File: config.mk
export PLATFORM = sky130hd
export DESIGN_NAME = vagg_front
export DESIGN_NICKNAME = d
export VERILOG_FILES = /design/src/hdl/vagg_pkg.sv /design/src/hdl/vagg_front.sv
export SDC_FILE = /design/constraint.sdc
export NUM_CORES = 1
export LEC_CHECK = 0
export ABC_AREA = 1
export BUFFER_PORTS_ARGS = -buffer_cell sky130_fd_sc_hd__buf_2
export CORE_MARGIN = 2
export CORE_UTILIZATION = 47
export CTS_BUF_LIST = sky130_fd_sc_hd__clkbuf_16
export DETAILED_ROUTE_END_ITERATION = 7
export PLACE_DENSITY_LB_ADDON = 0.05
export SLEW_MARGIN = 20
export SYNTH_ARGS = -nofsm -noshare
export SYNTH_HDL_FRONTEND = slang
export SYNTH_SLANG_ARGS = --single-unit
File: constraint.sdc
create_clock -name clk_i -period 10.9 [get_ports clk_i]
set_input_delay 0.545 -clock clk_i [delete_from_list [all_inputs] [get_ports clk_i]]
set_output_delay 0.545 -clock clk_i [all_outputs]
set_load 0.005 [all_outputs]
File: src/hdl/vagg_pkg.sv
`timescale 1ns / 1ps
// Shared types, codes and helpers for the vector arrow glyph generator.
// No dependencies; every other file in hdl/ imports this package.
package vagg_pkg;

  localparam int unsigned FracBitsDef   = 16;
  localparam int unsigned IndexWidthDef = 16;
  localparam int unsigned QDepth        = 2;
  localparam int unsigned VW            = 40;  // vertex arithmetic width

  localparam logic [1:0] KIND_POINT = 2'd0;
  localparam logic [1:0] KIND_LINE  = 2'd1;
  localparam logic [1:0] KIND_STRIP = 2'd2;
  localparam logic [1:0] KIND_MARK  = 2'd3;

  localparam logic [1:0] ANCHOR_CENTRE = 2'd1;
  localparam logic [1:0] ANCHOR_TIP    = 2'd2;

  localparam logic [2:0] REG_SCALE = 3'd0;
  localparam logic [2:0] REG_SHOWZ = 3'd1;
  localparam logic [2:0] REG_ANCH  = 3'd2;
  localparam logic [2:0] REG_HEAD  = 3'd3;
  localparam logic [2:0] REG_HLEN  = 3'd4;
  localparam logic [2:0] REG_HWID  = 3'd5;
  localparam logic [2:0] REG_PICK  = 3'd6;
  localparam logic [2:0] REG_ZLIM  = 3'd7;

  typedef struct packed {
    logic signed [31:0] pos_x;
    logic signed [31:0] pos_y;
    logic signed [31:0] pos_z;
    logic signed [31:0] vec_x;
    logic signed [31:0] vec_y;
    logic signed [31:0] vec_z;
    logic [31:0]        color_rgba;
    logic               has_color;
    logic [15:0]        vector_index;
    logic               final_vector;
  } item_t;

  typedef struct packed {
    logic [1:0]         prim_kind;
    logic signed [31:0] vert_x;
    logic signed [31:0] vert_y;
    logic signed [31:0] vert_z;
    logic [31:0]        out_color;
    logic               color_valid;
    logic               pick_valid;
    logic [15:0]        pick_index;
    logic               prim_end;
    logic               last;
    logic               batch_done;
  } result_t;

  typedef struct packed {
    logic signed [31:0] scale_factor;
    logic               show_zero;
    logic [1:0]         anchor_mode;
    logic               draw_head;
    logic [16:0]        head_length_frac;
    logic [16:0]        head_width_frac;
    logic               pick_feedback;
    logic [15:0]        zero_length_limit;
  } cfg_t;

  function automatic logic signed [31:0] sat32(input logic signed [69:0] v);
    if (v > 70'sd2147483647) return 32'sh7FFFFFFF;
    else if (v < -70'sd2147483648) return 32'sh80000000;
    else return v[31:0];
  endfunction

endpackage

File: src/hdl/vagg_front.sv
`timescale 1ns / 1ps
// Intake side: takes input words on start/busy and holds them in a short queue.
// Depends on vagg_pkg.
module vagg_front
  import vagg_pkg::*;
(
  input  logic  clk_i,
  input  logic  rst_ni,
  input  logic  start,
  input  item_t item_i,
  output logic  busy,
  output logic  head_valid_o,
  output item_t head_o,
  input  logic  pop_i
);

  localparam int unsigned PW = (QDepth > 1) ? $clog2(QDepth) : 1;
  localparam int unsigned CW = $clog2(QDepth + 1);

  item_t          mem_q [QDepth];
  logic [PW-1:0]  wr_q, rd_q;
  logic [CW-1:0]  cnt_q;
  logic           push, pop;

  assign busy         = (cnt_q == CW'(QDepth));
  assign head_valid_o = (cnt_q != '0);
  assign head_o       = mem_q[rd_q];
  assign push         = start && !busy;
  assign pop          = pop_i && head_valid_o;

  always_ff @(posedge clk_i) begin
    if (push) begin
      mem_q[wr_q] <= item_i;
    end
  end

  always_ff @(posedge clk_i or negedge rst_ni) begin
    if (!rst_ni) begin
      wr_q  <= '0;
      rd_q  <= '0;
      cnt_q <= '0;
    end else begin
      if (push) begin
        wr_q <= (wr_q == PW'(QDepth - 1)) ? '0 : wr_q + PW'(1);
      end
      if (pop) begin
        rd_q <= (rd_q == PW'(QDepth - 1)) ? '0 : rd_q + PW'(1);
      end
      if (push && !pop) begin
        cnt_q <= cnt_q + CW'(1);
      end else if (pop && !push) begin
        cnt_q <= cnt_q - CW'(1);
      end
    end
  end

endmodule

### Word level (Yosys, flattened, before mapping)

Memory sizes are Yosys's and may differ from the RTL's.
Cells that the tools add are included.
W data, S select, Z words.

* register bits after elaboration: 4
* bits in writable memories: 484
* bits of input ports: 246
* memories kept: 1

* $add $sub $neg: 4
* equal/unequal tests: 1
* mux-type cells: 6
* reduce and logical (&&, ||, !) cells: 9

Memory list
* mem_q: words 2, width 242, read ports 1, clocked after Yosys merged registers in 0, wr ports 1, line vagg_front.sv:20 `item_t mem_q [QDepth];`

Operators with widths (number)
* $logic_and A1 B1 Y1: 4
* $mux W1: 4
* $mux W2: 2
* $reduce_bool A2 Y1: 2
* $logic_not A1 Y1: 3
* $add A1 B1 Y1 const B: 2
* $add A2 B1 Y2 const B: 1
* $eq A2 B2 Y1 const B: 1
* $sub A2 B1 Y2 const B: 1

### Depth between registers and ports, before layout

* depth in word-level cells: 7
* gate-level depth with buffers: 9

### Least setup slack after synthesis

Ideal clock, no wire load.

* path type: input to register
* from: input start
* to: memory mem_q[1][0] (netlist bit) (enable)
* setup time: 849 ps
* arrival time: 10675 ps
* slack: -624 ps
* cell stages on the path: 2
* path through: o21ai_0 -> nor2_1

* longest elaborated chain between the ends: 3

Ends and longest elaborated chain
* start, declared: line vagg_front.sv:9 `input logic start,`
* $logic_and A1 B1 Y1: line vagg_front.sv:28 `assign push = start && !busy;`
* $mux W1: line vagg_front.sv:32 `if (push) begin`
* $mux W1 (implied by the code): line vagg_front.sv:33 `mem_q[wr_q] <= item_i;`
* end, declared: line vagg_front.sv:20

Every way passes these cells.

==> run_results.csv <==
group,metric,value,unit
status,status,"complete, no violations",
cts,clkLatencyLatePin,0.57,ns
cts,cts-root-buf,"clkbuf_16",
grt,grt_usage,21.0,%
route,detail_route.first_pass.iterations,5,
timing,hold_violations,0,
pwr,internal_power,4.05,mW
synthesis,synthCells,1295,
finish,final_area,22300,µm²
die,top_level_ports,490,
grt,grt_pass1_wl,61300,µm
synthesis,synth_top_area_share,81.3,%
timing,setup_tns,0,ns
finish,final_common_cell,"nand2_1",
route,wl,42900,µm
cts,cts.sink_count,488,
pwr,switching_share,32.5,%
worst_setup_path,crit_buf_inv,3,
finish,final_cell_mix,"nand2_1, buf_2, edfxtp_1",
placement,gp_congestion,0.799,
finish,final_cell_count_no_fill,2360,
pwr,p_comb_share,29.1,%
grt,grt_pass1_vias,10800,
cts,cts_htree_levels,2,
worst_setup_path,cpMaxStageDelayCell,"buf_4",
placement,dp_hpwl,27500,µm
die,dieArea,39600,µm²
worst_setup_path,crit_family,"buffers and inverters",
placement,place_area,20700,µm²
timing,min_period,3.87,ns
finish,final_nets,2040,
pwr,p_switching,1.95,mW
timing,fmax,258,MHz
die,initial_core_util,47.6,%
cts,cts_buffers,50,
pwr,clockPowerShare,26.5,%
cts,cts_resized,0,
route,routedWlPerCell,18.2,µm
cts,clk_pin_slew_worst_paths,0.06,ns
finish,drive_above_1_share,30.6,%
route,first_iter_violations,667,
worst_setup_path,endpoint_kind,"output pin",
worst_setup_path,cp-start-kind,"register",
timing,finalCritPeriodShare,35.5,%
worst_setup_path,path_class,"register to output pin",
route,viasPerCell,4.70,
pwr,power_density,270,nW/µm²
pwr,peakVddDrop,196,µV
finish,area_growth,24.6,%
timing,worst-slew-pin-transition,1.09,ns
route,drc_errors,0,
synthesis,synth_nets,1542,
die,rows,71,
timing,rsz0062_at_grt,"false",
route,antenna_left,0,
worst_setup_path,crit_chain,"inv_6 -> buf_4 -> nand2_1 -> nand2_1 -> buf_2",
synthesis,ys_ff_latch,488,
synthesis,ys_top_cells_by_area,"edfxtp_1, nand2_1, buf_6, buf_2, dfrtp_1",
grt,grt_max_degree,167,
die,fp.dieW,199,µm
synthesis,synth.distinct_cells,15,
grt,grt_overflow,0,
worst_setup_path,critPathMaxFanout,107,
pwr,power_leakage,9.62,nW
cts,cts_tree,"done",
cts,cts_buffer_depth,3,
synthesis,synth_area,17900,µm²
flow_run,max_cap_violations,0,
timing,finClkSkew,0.00825,ns
synthesis,synth_largest_area_cell,"edfxtp_1",
route,num_vias,11100,
worst_hold_path,hold_class,"input pin to register",
worst_setup_path,required,10.36,ns
synthesis,avgSynthCellArea,13.8,µm²
die,core_area,37600,µm²
worst_setup_path,slowest_delay,0.84,ns
synthesis,synth_warnings,0,
placement,place_inst,2251,
pwr,power_frac_seq,44.5,%
synthesis,seq_area_frac_synth,81.9,%
die,die_h,199,µm
grt,antenna_found_initial,17,
timing,drv_slew,0,
timing,slew_headroom,27.4,%
placement,io_buffers,489,
finish,fin_util,59.2,%
timing,finalSetupViolCount,0,
worst_setup_path,cp_common_cell,"nand2_1",
finish,nFillCells,3114,
worst_setup_path,cp.arrival,3.33,ns
[through the flow]
| stage | power, mW | hold slack, ns | worst slack (ns) |
|---|---|---|---|
| after floorplan | 3.75 | 0.249 | 3.47 |
| after global placement | 4.48 | 0.355 | 7.56 |
| after detailed placement | 4.50 | 0.357 | 7.58 |
| after CTS | 6.10 | 0.115 | 6.95 |
| after global routing | 6.38 | 0.129 | 6.81 |
| final | 6.01 | 0.154 | 7.03 |
[power by group through the flow]
stage	Combinational (mW)	Clock, mW	Sequential, mW
after global placement	1.79	0	2.70
after global routing	1.97	1.70	2.71
after floorplan	0.976	0	2.77
after detailed placement	1.79	0	2.71
after CTS	1.79	1.63	2.67
final	1.75	1.59	2.67
[path summary, 6_finish.rpt]
check                       startpoint       endpoint  slack [ns]  cells after the start
setup / recovery                  rd_q    head_o[125]        7.03                      5
hold / removal             item_i[194]  mem_q[0][194]        0.15                      1
setup reg to reg              cnt_q[1]  mem_q[1][187]        7.90                      5
hold reg to reg               cnt_q[1]       cnt_q[1]        0.47                      2
max in group asynchronous       rst_ni           rd_q       10.46                      2
min in group asynchronous       rst_ni           wr_q        0.30                      2
[synthesized netlist by cell type (all sizes together)]
library cell  count
nand2           737
o21ai             1
buf              47
nand4             1
ha                1
inv               8
dfrtp             4
clkbuf            6
xnor2             1
nor2              3
edfxtp          484
nand3             2
[sequential cells by signal, summed over array words and instances (netlist names)]
| register | flops |
|---|---|
| rd_q | 1 |
| cnt_q | 2 |
| wr_q | 1 |
| mem_q | 484 |
[timing repair]
item,4_1_cts,5_1_grt
hold endpoints to repair,4,0
endpoints found under the setup margin,0,0
hold buffers,1,0
buffers inserted,0,0
[cell families (layout without fill, tap and decap cells)]
kind of cell,Yosys count,after routing,synth area share (%)
AO/OA/AOI/OAI,1,1,0.0280
XOR/XNOR,1,1,0.0490
adder cells (fa/ha/maj),1,1,0.0700
buffers and inverters,61,601,2.33
flip-flops,488,488,81.9
other,0,14,0
AND/OR/NAND/NOR,743,743,15.6
[worst reg2reg max path, cell delays in order, from the launching register on]
cell	delay (ns)
dfrtp_1	0.37
inv_1	0.11
o21ai_0	0.17
nor2_4	0.15
buf_12	0.65
buf_4	1.11
[area by class of cell]
class                      count  area, µm²  share of cell area [%]
clock inverter                41        215                   0.967
multi-input combinational    746       2830                    12.7
clock buffer                  53       1330                    5.96
timing repair buffer         499       2540                    11.4
sequential                   488      14600                    65.8
tap                          511        639                    2.87
inverter                       8       42.5                   0.191
antenna                       14       35.0                   0.157
[routing by layer]
layer	up-vias	GRT usage (%)	wire [µm]
met5	-	0	119
met4	16	9.29	1360
met3	81	7.73	4260
met2	411	34.3	21000
met1	5190	25.1	16200
li1	5405	-	-
Note: power is estimated with default switching activity, not from simulation.
